--- config.mk ---
export PLATFORM = sky130hd
export DESIGN_NAME = pair_matching_unranker
export DESIGN_NICKNAME = d
export VERILOG_FILES = /design/src/rtl/pmu_pkg.sv /design/src/rtl/pmu_cell.sv /design/src/rtl/pair_matching_unranker.sv
export VERILOG_INCLUDE_DIRS = /design/src /design/src/rtl
export SDC_FILE = /design/constraint.sdc
export NUM_CORES = 1
export LEC_CHECK = 0
export BUFFER_PORTS_ARGS = -buffer_cell sky130_fd_sc_hd__buf_4
export CORE_AREA = 4 4 188 190
export CTS_CLUSTER_DIAMETER = 60
export DETAILED_ROUTE_END_ITERATION = 8
export DIE_AREA = 0 0 192 194
export GPL_TIMING_DRIVEN = 0
export PLACE_DENSITY_LB_ADDON = 0.05
export SYNTH_ARGS = -nofsm -noshare
export SYNTH_HDL_FRONTEND = slang
export SYNTH_SLANG_ARGS = --single-unit
--- constraint.sdc ---
create_clock -name i_clk -period 10.78 [get_ports i_clk]
set_input_delay 1.617 -clock i_clk [delete_from_list [all_inputs] [get_ports i_clk]]
set_output_delay 1.617 -clock i_clk [all_outputs]
set_load 0.01 [all_outputs]
--- src/rtl/pair_matching_unranker_macros.svh ---
// Assertion macros for the pair matching unranker.
// Included by the RTL files that carry concurrent checks; depends on nothing.
`ifndef PAIR_MATCHING_UNRANKER_MACROS_SVH
`define PAIR_MATCHING_UNRANKER_MACROS_SVH

// Same-cycle implication, disabled while reset is low
`define PMU_ASSERT_SAME(label, clk, rst_n, ante, cons) \
    label: assert property (@(posedge clk) disable iff (!rst_n) (ante) |-> (cons)) \
        else $error("pmu check failed");

// Next-cycle implication, disabled while reset is low
`define PMU_ASSERT_NEXT(label, clk, rst_n, ante, cons) \
    label: assert property (@(posedge clk) disable iff (!rst_n) (ante) |=> (cons)) \
        else $error("pmu check failed");

`endif

--- src/rtl/pmu_pkg.sv ---
// Shared types, field widths and the double factorial table for the
// pair matching unranker. No dependencies.
package pmu_pkg;

    localparam int N_W        = 4;   // set size register
    localparam int COMB_W     = 7;   // combination index
    localparam int PAIR_W     = 2;   // pair index
    localparam int OUT_ELEM_W = 3;   // element fields on the result word
    localparam int TOTAL_W    = 7;   // total count on the result word
    localparam int DF_W       = 14;  // full (N-1)!! up to N = 12
    localparam int MAX_LEVELS = 4;   // levels reachable by a 2-bit pair index

    typedef enum logic [1:0] {
        ST_OK         = 2'd0,
        ST_PAIR_RANGE = 2'd1,
        ST_COMB_RANGE = 2'd2
    } t_status;

    // Query word as it moves down the cell chain
    typedef struct packed {
        logic [COMB_W-1:0]     comb;    // index left for the remaining levels
        logic [PAIR_W-1:0]     pair;
        logic [OUT_ELEM_W-1:0] first;
        logic [OUT_ELEM_W-1:0] second;
        logic [TOTAL_W-1:0]    total;
        t_status               status;
    } t_item;

    // (m-1)!! over the odd factors below m; 1 for m <= 2
    function automatic logic [DF_W-1:0] odd_dfact(input logic [N_W-1:0] m);
        logic [DF_W-1:0] r;
        case (m)
            4'd0, 4'd1, 4'd2, 4'd3: r = DF_W'(1);
            4'd4, 4'd5:             r = DF_W'(3);
            4'd6, 4'd7:             r = DF_W'(15);
            4'd8, 4'd9:             r = DF_W'(105);
            4'd10, 4'd11:           r = DF_W'(945);
            4'd12:                  r = DF_W'(10395);
            default:                r = '0;  // beyond any legal set size
        endcase
        return r;
    endfunction

endpackage

--- src/rtl/pmu_cell.sv ---
// One level of the unranking chain: extracts one mixed-radix digit,
// picks the partner element and compacts the remaining list. Uses pmu_pkg.
module pmu_cell
    import pmu_pkg::*;
#(
    parameter int MAX_ELEMENTS = 8,
    parameter int LEVEL        = 0
) (
    input  logic                                        i_clk,
    input  logic                                        i_rst_n,
    input  logic [N_W-1:0]                              i_n,
    input  logic                                        i_valid,
    output logic                                        o_ready,
    input  t_item                                       i_item,
    input  logic [MAX_ELEMENTS-1:0][$clog2(MAX_ELEMENTS)-1:0] i_rem,
    output logic                                        o_valid,
    input  logic                                        i_ready,
    output t_item                                       o_item,
    output logic [MAX_ELEMENTS-1:0][$clog2(MAX_ELEMENTS)-1:0] o_rem
);

    localparam int ELEM_W    = $clog2(MAX_ELEMENTS);
    localparam int MAX_DIGIT = MAX_ELEMENTS - 2;
    localparam int PROD_W    = DF_W + 4;
    localparam int SEL_W     = 6;

    logic                                r_valid;
    t_item                               r_item;
    logic [MAX_ELEMENTS-1:0][ELEM_W-1:0] r_rem;
    t_item                               n_item;
    logic [MAX_ELEMENTS-1:0][ELEM_W-1:0] n_rem;

    logic              active;
    logic [N_W-1:0]    m;
    logic [DF_W-1:0]   block;
    logic [PROD_W-1:0] mult;
    logic [ELEM_W-1:0] digit;
    logic [COMB_W-1:0] comb_rem;
    logic [SEL_W-1:0]  sel_wide;
    logic [ELEM_W-1:0] sel;
    logic              take_next;

    // This level works only on good queries that reach this deep
    assign active = (i_item.status == ST_OK) && (i_item.pair >= PAIR_W'(LEVEL));

    // Digit = comb / (m-3)!!, found by comparing against all multiples
    always_comb begin
        m        = i_n - N_W'(2 * LEVEL);
        block    = odd_dfact(m - N_W'(2));
        digit    = '0;
        comb_rem = i_item.comb;
        mult     = '0;
        for (int k = 1; k <= MAX_DIGIT; k++) begin
            mult = PROD_W'(block) * PROD_W'(k);
            if (mult <= PROD_W'(i_item.comb)) begin
                digit    = ELEM_W'(k);
                comb_rem = COMB_W'(PROD_W'(i_item.comb) - mult);
            end
        end
    end

    // Partner position, clamped to the list end
    always_comb begin
        sel_wide = SEL_W'(digit) + SEL_W'(1);
        if (sel_wide >= SEL_W'(m)) begin
            sel_wide = SEL_W'(m) - SEL_W'(1);
        end
        if (sel_wide > SEL_W'(MAX_ELEMENTS - 1)) begin
            sel_wide = SEL_W'(MAX_ELEMENTS - 1);
        end
        sel = ELEM_W'(sel_wide);
    end

    // Drop the head and the partner, close up the gap
    always_comb begin
        take_next = 1'b0;
        for (int k = 0; k < MAX_ELEMENTS; k++) begin
            take_next = SEL_W'(k + 1) < SEL_W'(sel);
            if (k + 2 < MAX_ELEMENTS) begin
                n_rem[k] = take_next ? i_rem[k + 1] : i_rem[k + 2];
            end else if (k + 1 < MAX_ELEMENTS) begin
                n_rem[k] = take_next ? i_rem[k + 1] : '0;
            end else begin
                n_rem[k] = '0;
            end
        end
    end

    // Word update for this level
    always_comb begin
        n_item = i_item;
        if (active) begin
            n_item.first  = OUT_ELEM_W'(i_rem[0]);
            n_item.second = OUT_ELEM_W'(i_rem[sel]);
            n_item.comb   = comb_rem;
        end
    end

    assign o_ready = !r_valid || i_ready;

    always_ff @(posedge i_clk) begin
        if (!i_rst_n) begin
            r_valid <= 1'b0;
        end else if (o_ready) begin
            r_valid <= i_valid;
        end
    end

    always_ff @(posedge i_clk) begin
        if (o_ready && i_valid) begin
            r_item <= n_item;
            r_rem  <= active ? n_rem : i_rem;
        end
    end

    assign o_valid = r_valid;
    assign o_item  = r_item;
    assign o_rem   = r_rem;

endmodule

--- src/rtl/pair_matching_unranker.sv ---
// Throughput: one word per cycle while the output accepts words; one check stage then one
// cell per pairing level, at most MAX_LEVELS cells.
// Each stage holds its word under output stall; bubbles close up behind a stalled output.
// Reset (synchronous, active low) clears all valid flags and sets the set size to 0.
// Top level of the pair matching unranker; uses pmu_pkg, pmu_cell and the macro header.
`include "pair_matching_unranker_macros.svh"
module pair_matching_unranker
    import pmu_pkg::*;
#(
    parameter int MAX_ELEMENTS = 8
) (
    input  logic           i_clk,
    input  logic           i_rst_n,
    // configuration: set size
    input  logic           i_cfg_we,
    input  logic [N_W-1:0] i_cfg_wdata,
    // query stream
    input  logic           s_axis_tvalid,
    output logic           s_axis_tready,
    input  logic [15:0]    s_axis_tdata,   // combination_index[6:0], pair_index[8:7]
    // result stream
    output logic           m_axis_tvalid,
    input  logic           m_axis_tready,
    output logic [15:0]    m_axis_tdata,   // first_element[2:0], second_element[5:3],
                                           // total_combinations[12:6]
    output logic [1:0]     m_axis_tuser    // status[1:0]
);

    localparam int ELEM_W    = $clog2(MAX_ELEMENTS);
    localparam int NUM_CELLS = (MAX_ELEMENTS / 2 < MAX_LEVELS) ? MAX_ELEMENTS / 2
                                                               : MAX_LEVELS;

    logic [N_W-1:0] r_n;
    logic           r_front_valid;
    t_item          r_front_item;
    t_item          n_front_item;

    logic [COMB_W-1:0]     in_comb;
    logic [PAIR_W-1:0]     in_pair;
    logic                  n_ok;
    logic [N_W-2:0]        pairs;
    logic [DF_W-1:0]       total_full;

    logic                                w_valid [NUM_CELLS+1];
    logic                                w_ready [NUM_CELLS+1];
    t_item                               w_item  [NUM_CELLS+1];
    logic [MAX_ELEMENTS-1:0][ELEM_W-1:0] w_rem   [NUM_CELLS+1];

    // Set size register
    always_ff @(posedge i_clk) begin
        if (!i_rst_n) begin
            r_n <= '0;
        end else if (i_cfg_we) begin
            r_n <= i_cfg_wdata;
        end
    end

    assign in_comb = s_axis_tdata[COMB_W-1:0];
    assign in_pair = s_axis_tdata[COMB_W+PAIR_W-1:COMB_W];

    // Check stage: count, pair limit and range status
    always_comb begin
        n_ok       = (r_n != '0) && !r_n[0] && (r_n <= N_W'(MAX_ELEMENTS));
        pairs      = n_ok ? r_n[N_W-1:1] : '0;
        total_full = n_ok ? odd_dfact(r_n) : '0;
        n_front_item.comb   = in_comb;
        n_front_item.pair   = in_pair;
        n_front_item.first  = '0;
        n_front_item.second = '0;
        n_front_item.total  = TOTAL_W'(total_full);
        if ((N_W-1)'(in_pair) >= pairs) begin
            n_front_item.status = ST_PAIR_RANGE;
        end else if (DF_W'(in_comb) >= total_full) begin
            n_front_item.status = ST_COMB_RANGE;
        end else begin
            n_front_item.status = ST_OK;
        end
    end

    assign s_axis_tready = !r_front_valid || w_ready[0];

    always_ff @(posedge i_clk) begin
        if (!i_rst_n) begin
            r_front_valid <= 1'b0;
        end else if (s_axis_tready) begin
            r_front_valid <= s_axis_tvalid;
        end
    end

    always_ff @(posedge i_clk) begin
        if (s_axis_tready && s_axis_tvalid) begin
            r_front_item <= n_front_item;
        end
    end

    assign w_valid[0] = r_front_valid;
    assign w_item[0]  = r_front_item;

    // Fresh element list 0..MAX_ELEMENTS-1 entering the first level
    for (genvar k = 0; k < MAX_ELEMENTS; k++) begin : g_init
        assign w_rem[0][k] = ELEM_W'(k);
    end

    // One cell per pairing level
    for (genvar c = 0; c < NUM_CELLS; c++) begin : g_cell
        pmu_cell #(
            .MAX_ELEMENTS (MAX_ELEMENTS),
            .LEVEL        (c)
        ) u_cell (
            .i_clk   (i_clk),
            .i_rst_n (i_rst_n),
            .i_n     (r_n),
            .i_valid (w_valid[c]),
            .o_ready (w_ready[c]),
            .i_item  (w_item[c]),
            .i_rem   (w_rem[c]),
            .o_valid (w_valid[c+1]),
            .i_ready (w_ready[c+1]),
            .o_item  (w_item[c+1]),
            .o_rem   (w_rem[c+1])
        );
    end

    // Last cell register is the output register
    assign w_ready[NUM_CELLS] = m_axis_tready;
    assign m_axis_tvalid      = w_valid[NUM_CELLS];
    assign m_axis_tdata       = {3'b000, w_item[NUM_CELLS].total,
                                 w_item[NUM_CELLS].second, w_item[NUM_CELLS].first};
    assign m_axis_tuser       = w_item[NUM_CELLS].status;

    // Error words never carry elements
    `PMU_ASSERT_SAME(a_err_no_elems, i_clk, i_rst_n, m_axis_tvalid && (w_item[NUM_CELLS].status != ST_OK), (w_item[NUM_CELLS].first == '0) && (w_item[NUM_CELLS].second == '0))
    // A good word always comes from a nonzero count
    `PMU_ASSERT_SAME(a_ok_has_total, i_clk, i_rst_n, m_axis_tvalid && (w_item[NUM_CELLS].status == ST_OK), w_item[NUM_CELLS].total != '0)
    // Check stage keeps its word while the chain is blocked
    `PMU_ASSERT_NEXT(a_front_hold, i_clk, i_rst_n, r_front_valid && !w_ready[0], r_front_valid && $stable(r_front_item))

endmodule

## Word-level counts from Yosys, hierarchy flattened

Memory sizes are Yosys's and may differ from the RTL's. A register that Yosys moved wholly into a read port is not among the register bits.
Index checks and enable logic that the tools add are counted.

- Memories kept: 6
- Logic and storage cells: 280
- Bits in registers: 178
- Bits in read-only memories: 984

Memories:

| memory | depth | bits a word | rd ports | clocked after memory_dff | write ports | line | source |
|---|---|---|---|---|---|---|---|
| (no name shown) | 16 | 12 | 1 | 1 | 0 | pmu_pkg.sv:32 | `case (m)` |
| (no name shown) | 16 | 12 | 1 | 0 | 0 | pmu_pkg.sv:32 |  |
| (no name shown) | 16 | 12 | 1 | 0 | 0 | pmu_pkg.sv:32 |  |
| (no name shown) | 16 | 12 | 1 | 0 | 0 | pmu_pkg.sv:32 |  |
| (no name shown) | 16 | 12 | 1 | 0 | 0 | pmu_pkg.sv:32 |  |
| (no name shown) | 8 | 3 | 1 | 1 | 0 | pmu_cell.sv:94 | `n_item.second = OUT_ELEM_W'(i_rem[sel]);` |

- Reductions and logical operators: 28
- Add/sub/neg operators: 32
- Multipliers: 12
- Mux-type cells: 88
- $lt $le $gt $ge: 60

Operators by type and width:

| operator | number |
|---|---|
| $mux W7 | 21 |
| $le A17 B7 Y1 | 8 |
| $le A16 B7 Y1 | 8 |
| $mul A14 B2 Y16 const B | 8 |
| $sub A7 B7 Y7 | 18 |
| $mux W3 | 34 |
| $mul A14 B3 Y17 const B | 4 |
| $le A15 B7 Y1 | 4 |
| $le A14 B7 Y1 | 4 |
| $mux W18 | 2 |
| $mux W6 | 6 |
| $bmux W3 S3 | 3 |
| $lt A3 B3 Y1 const A | 9 |
| $ge A6 B4 Y1 | 4 |
| $gt A6 B3 Y1 const B | 4 |
| $mux W24 | 1 |
| $mux W2 | 11 |
| $sub A4 B1 Y5 const B | 4 |
| $lt A2 B3 Y1 const A | 6 |
| $add A3 B1 Y4 const B | 4 |
| $sub A4 B2 Y4 const B | 4 |
| $ge A7 B14 Y1 | 1 |
| $mux W14 | 1 |
| $lt A3 B4 Y1 const B | 3 |
| 13 further kinds | 48 |

## Longest topological paths before layout

An unclocked memory read counts as a cell.

- Word-level depth: 18
- Gate-level depth with buffers: 37
- Gate-level depth less buffers: 33

## By module

A second synthesis with hierarchy kept.

- Cell total of the unflattened synthesis: 2787
- Area, all modules: 25084.1 um^2

Modules (own cells, without submodules):

| module | seq. area each (um^2) | area an instance (um^2) | times used | cells an instance |
|---|---|---|---|---|
| pmu_cell (g_cell[1].u_cell) | 1461.4 | 6017.0 | 1 | 690 |
| pmu_cell (g_cell[2].u_cell) | 1461.4 | 5936.9 | 1 | 678 |
| pmu_cell (g_cell[3].u_cell) | 1461.4 | 5898.2 | 1 | 652 |
| pmu_cell (g_cell[0].u_cell) | 1461.4 | 5875.6 | 1 | 653 |
| pair_matching_unranker | 820.8 | 1356.3 | 1 | 114 |

## Worst setup path before layout

No wires, ideal clock.

- Path type: flip-flop to flip-flop
- Start point: register r_n[2]
- End point: register g_cell[2].u_cell.r_item, in the netlist g_cell[2].u_cell.o_item[11], data pin
- Required time: 10.519 ns
- Stages on the path, launching flop included: 36
- Slack: 2.336 ns
- Arrival time: 8.183 ns
- Path buffers: 4
- Cells stage by stage: dfxtp_1 clkbuf_1 inv_1 ha_1 inv_1 ha_1 clkbuf_1 inv_1 o21ai_0 inv_1 ha_1 ha_1 inv_1 fa_1 xnor2_1 ha_1 a21o_1 a21oi_1 a21o_1 a31oi_1 or2_2 and2_1 o21ai_0 nand2_1 ha_1 ha_1 a21o_1 a211oi_1 or2_2 clkbuf_1 a32oi_1 a21bo_2 clkbuf_1 mux2i_1 a21oi_1 a221o_1

RTL lines:

| what | line | source |
|---|---|---|
| from (decl) | pair_matching_unranker.sv:33 | `logic [N_W-1:0] r_n;` |
| from (signal assigned) | pair_matching_unranker.sv:54 | `r_n <= i_cfg_wdata;` |
| to (signal assigned) | pmu_cell.sv:111 | `r_item <= n_item;` |
| to (decl) | pmu_cell.sv:28 | `t_item r_item;` |

## Worst setup path in the final report

- Start point: register r_n[1]
- End point: register g_cell[2].u_cell.r_rem, in the netlist g_cell[2].u_cell.o_rem[11], data pin

- Cells in the longest elaborated chain, start to end: 18
- Elaborated cells between the ends (all ways): 27

Ends and longest elaborated chain:

| what | line | source |
|---|---|---|
| $sub A4 B3 Y4 (*) | pmu_cell.sv:48 | `m = i_n - N_W'(2 * LEVEL);` |
| parallel branches: the longest is 11 deep, another holds $mul A14 B2 Y16 | n/a |  |
| $mux W6 (*) | pmu_cell.sv:65 | `if (sel_wide >= SEL_W'(m)) begin` |
| $gt A6 B3 Y1 | pmu_cell.sv:68 | `if (sel_wide > SEL_W'(MAX_ELEMENTS - 1)) begin` |
| $mux W3 (*) | pmu_cell.sv:68 |  |
| $lt A3 B3 Y1 (*) | pmu_cell.sv:78 | `take_next = SEL_W'(k + 1) < SEL_W'(sel);` |
| $mux W3 (*) | pmu_cell.sv:80 | `n_rem[k] = take_next ? i_rem[k + 1] : i_rem[k + 2];` |
| $mux W18 (*) | pmu_cell.sv:112 | `r_rem <= active ? n_rem : i_rem;` |
| to (signal assigned) | pmu_cell.sv:112 |  |
| to (decl) | pmu_cell.sv:29 | `logic [MAX_ELEMENTS-1:0][ELEM_W-1:0] r_rem;` |

Every way passes the cells marked *.
A chain may end at the register's enable or synchronous reset.

==> flow_metrics.env <==
export IMPL_coreArea_mm2=0.03345
export IMPL_synth_top_area_share_pct=23.86
export IMPL_n_antenna_cell=0
export IMPL_grt_pass1_wl_mm=84.83
export IMPL_vias=16025
export IMPL_viasPerCell=6.156
export IMPL_syn_inst=2077
export IMPL_wire_per_inst_um=20.62
export IMPL_slew_violations=0
export IMPL_drive_gt1_share_pct=6.729
export IMPL_worst_path_largest_cell_delay_ns=0.55
export IMPL_power_switching_mw=1.737
export IMPL_crit_start="r_n[1]"
export IMPL_r2r_start="r_n[1]"
export IMPL_start_util_pct=56.81
export IMPL_firstDrtPassIters=5
export IMPL_leakagePower_nw=9.383
export IMPL_intPower_mw=2.034
export IMPL_clockPowerShare_pct=16.4
export IMPL_dieArea_mm2=0.03725
export IMPL_drt_iter0_markers=1273
export IMPL_wl_mm=53.68
export IMPL_p_seq_share_pct=21.1
export IMPL_skew_ns=0.01076
export IMPL_switching_share_pct=46.07
export IMPL_placed_cells=2571
export IMPL_start_kind="register"
export IMPL_grt_pass1_vias=15488
export IMPL_power_density_mw_per_mm2=183.2
export IMPL_hold_depth=0
export IMPL_die_w_um=192
export IMPL_ant_nets=0
export IMPL_arrival_ns=10.29
export IMPL_relSlewSlack_pct=18.12
export IMPL_r2r_end="g_cell[2].u_cell.o_rem[11]"
export IMPL_p_total_mw=3.771
export IMPL_fin_crit_sh_pct=93.94
export IMPL_max_freq_mhz=98.75
export IMPL_cts_sinks=169
export IMPL_antenna_found_initial=0
export IMPL_status="finished clean"
export IMPL_share_comb_of_total_power_pct=62.5
export IMPL_cp_max_fo=13
export IMPL_rows=67
export IMPL_num_nets_final=2536
export IMPL_final_min_clock_period_ns=10.13
export IMPL_yosys_area_top_type="edfxtp_1"
export IMPL_fin_util_pct=61.54
export IMPL_yosys_warnings=0
export IMPL_dp_hpwl_mm=42.83
export IMPL_setup_viol=0
export IMPL_setup_tns_ns=0
export IMPL_ys_seq_elements=169
export IMPL_synth_edf_count=151
export IMPL_syn_mean_instance_area_um2=9.148
export IMPL_grt_max_degree=36
export IMPL_clk_path_buf_depth=2
export IMPL_cts_buffers=17
export IMPL_synth_area_mm2=0.01900
export IMPL_gp_congestion=1.028
export IMPL_synth_common_cells="ha_1 (350), nand2_1 (173), a21oi_1 (157), inv_1 (156), edfxtp_1 (151)"
export IMPL_synth_cell_types=97
export IMPL_yosysSeqAreaShare_pct=25.76
export IMPL_endpoint_kind="register"
export IMPL_critPathCapture="g_cell[2].u_cell.o_rem[11]"
export IMPL_overflow=0
export IMPL_cp_slowest_cell="ha_4"
export IMPL_cts_root_buf="clkbuf_16"
export IMPL_worst_pin_slew_ns=1.226
export IMPL_cts_clk_slew_worst_paths_ns=0.07
export IMPL_worst_path_buf_inv=9
export IMPL_grtUsageTotal_pct=28.50
export IMPL_ioPinCount=45
export IMPL_critPathKind="register to register"
export IMPL_die_h_um=194
export IMPL_rsz0062_at_grt="no"
export IMPL_hold_path_class="register to register"
export IMPL_cp_required_ns=10.94
export IMPL_port_buffer_count=33
export IMPL_cts_resized=5
export IMPL_timing_hold_ws_ns=0.4203
export IMPL_yosysMostFrequentCell="ha_1"
export IMPL_synth_flop_cell="edfxtp_1"
export IMPL_cts_tree="built"
export IMPL_clk_latency_ns=0.44
export IMPL_ir_drop_v=0.0001212
export IMPL_ctsHoldBuffers=0
export IMPL_drc_errors=0
export IMPL_final_cells=2603
export IMPL_worstRegToRegCells=35
export IMPL_crit_top_cell="ha_1"
export IMPL_area_delta_synth_final_pct=8.330
export IMPL_cts_max_level=4
export IMPL_crit_cells=35
export IMPL_finalHoldViolCount=0
export IMPL_drv_cap=0
export IMPL_reg2reg_slack_ns=0.65
export IMPL_critPathTopFamily="buffers and inverters"
export IMPL_synth_area_top_cells="edfxtp_1 (24%), ha_1 (23%), a21oi_1 (4.1%)"
export IMPL_synthArstFlopShare_pct=0
export IMPL_cts_setup_buffers=0
## layer usage
metal / GRT usage (%) / routed length [um]
met1: 40.30 / 24400
met2: 45.63 / 24480
met3: 2.701 / 3018
met4: 10.17 / 1788
met5: 0 / 0
## cell type report
type                       instances  area [um2]
clock inverter                    14       142.6
fill                            2943       12860
sequential                       169        4897
timing repair buffer              37       326.6
inverter                         160       601.8
buffer                            54       225.2
clock buffer                      18       450.4
tap                              448       560.5
multi-input combinational       1703       13380
## worst min-delay path by stage
stage / start / endpoint / slack, ns
after global routing: g_cell[1].u_cell.o_item[2] / g_cell[2].u_cell.o_item[2] / 0.43
after floorplan: r_front_item[15] / g_cell[0].u_cell.o_item[15] / 0.40
after CTS: g_cell[1].u_cell.o_item[2] / g_cell[2].u_cell.o_item[2] / 0.42
final: g_cell[1].u_cell.o_item[2] / g_cell[2].u_cell.o_item[2] / 0.42
after detailed placement: g_cell[1].u_cell.o_item[2] / g_cell[2].u_cell.o_item[2] / 0.40
after global placement: g_cell[2].u_cell.o_item[3] / g_cell[3].u_cell.o_item[3] / 0.40
## flip-flops by register name (all words and copies together), names as in the netlist, named ones only
name,flops
g_cell.u_cell.o_item,82
g_cell.u_cell.o_rem,51
g_cell.u_cell.o_valid,4
r_front_item,18
r_front_valid,1
r_n,4
## power groups by stage
stage | clock (mW) | combinational [mW] | sequential, mW
final | 0.617 | 2.36 | 0.796
after CTS | 0.625 | 2.32 | 0.795
after floorplan | 0 | 1.78 | 0.791
after global placement | 0 | 2.26 | 0.811
after global routing | 0.651 | 2.59 | 0.798
after detailed placement | 0 | 2.30 | 0.809
## per-stage QoR
stage	instance area [um2]	setup slack (ns)
floorplan	19030	2.336
global placement	19840	-0.7250
detailed placement	19960	-0.8683
CTS	20560	0.06147
global route	20580	0.07387
finish	20580	0.6531
## placed cells by master, fill, tap and decap left out, drive strengths merged, types with 23 or more instances in the layout
cell	netlist	layout
nor3	36	36
xor2	50	50
a21o	70	70
a21oi	158	158
buf	9	46
nor2	114	114
o21bai	28	28
nand2b	26	26
a31oi	23	23
ha	350	350
nand4	28	28
nand2	174	174
edfxtp	151	151
o21a	36	36
inv	157	166
nand3	39	39
mux2i	70	70
o21ai	105	105
clkbuf	45	63
nor2b	26	26
xnor2	67	67
## cell families (layout without fill, tap and decap cells)
logic type / after synthesis / count (layout) / share of synthesized area, %
DFF: 169 / 169 / 25.76
buffers and inverters: 214 / 283 / 4.333
AOI/OAI and AO/OA: 580 / 580 / 20.79
other: 1 / 10 / 0.01974
adders and majority gates: 370 / 370 / 25.10
muxes: 80 / 80 / 4.280
xor gates and xnor gates: 119 / 119 / 5.782
and+or+nand+nor: 544 / 544 / 13.93
(Power assumes the default switching activity.)
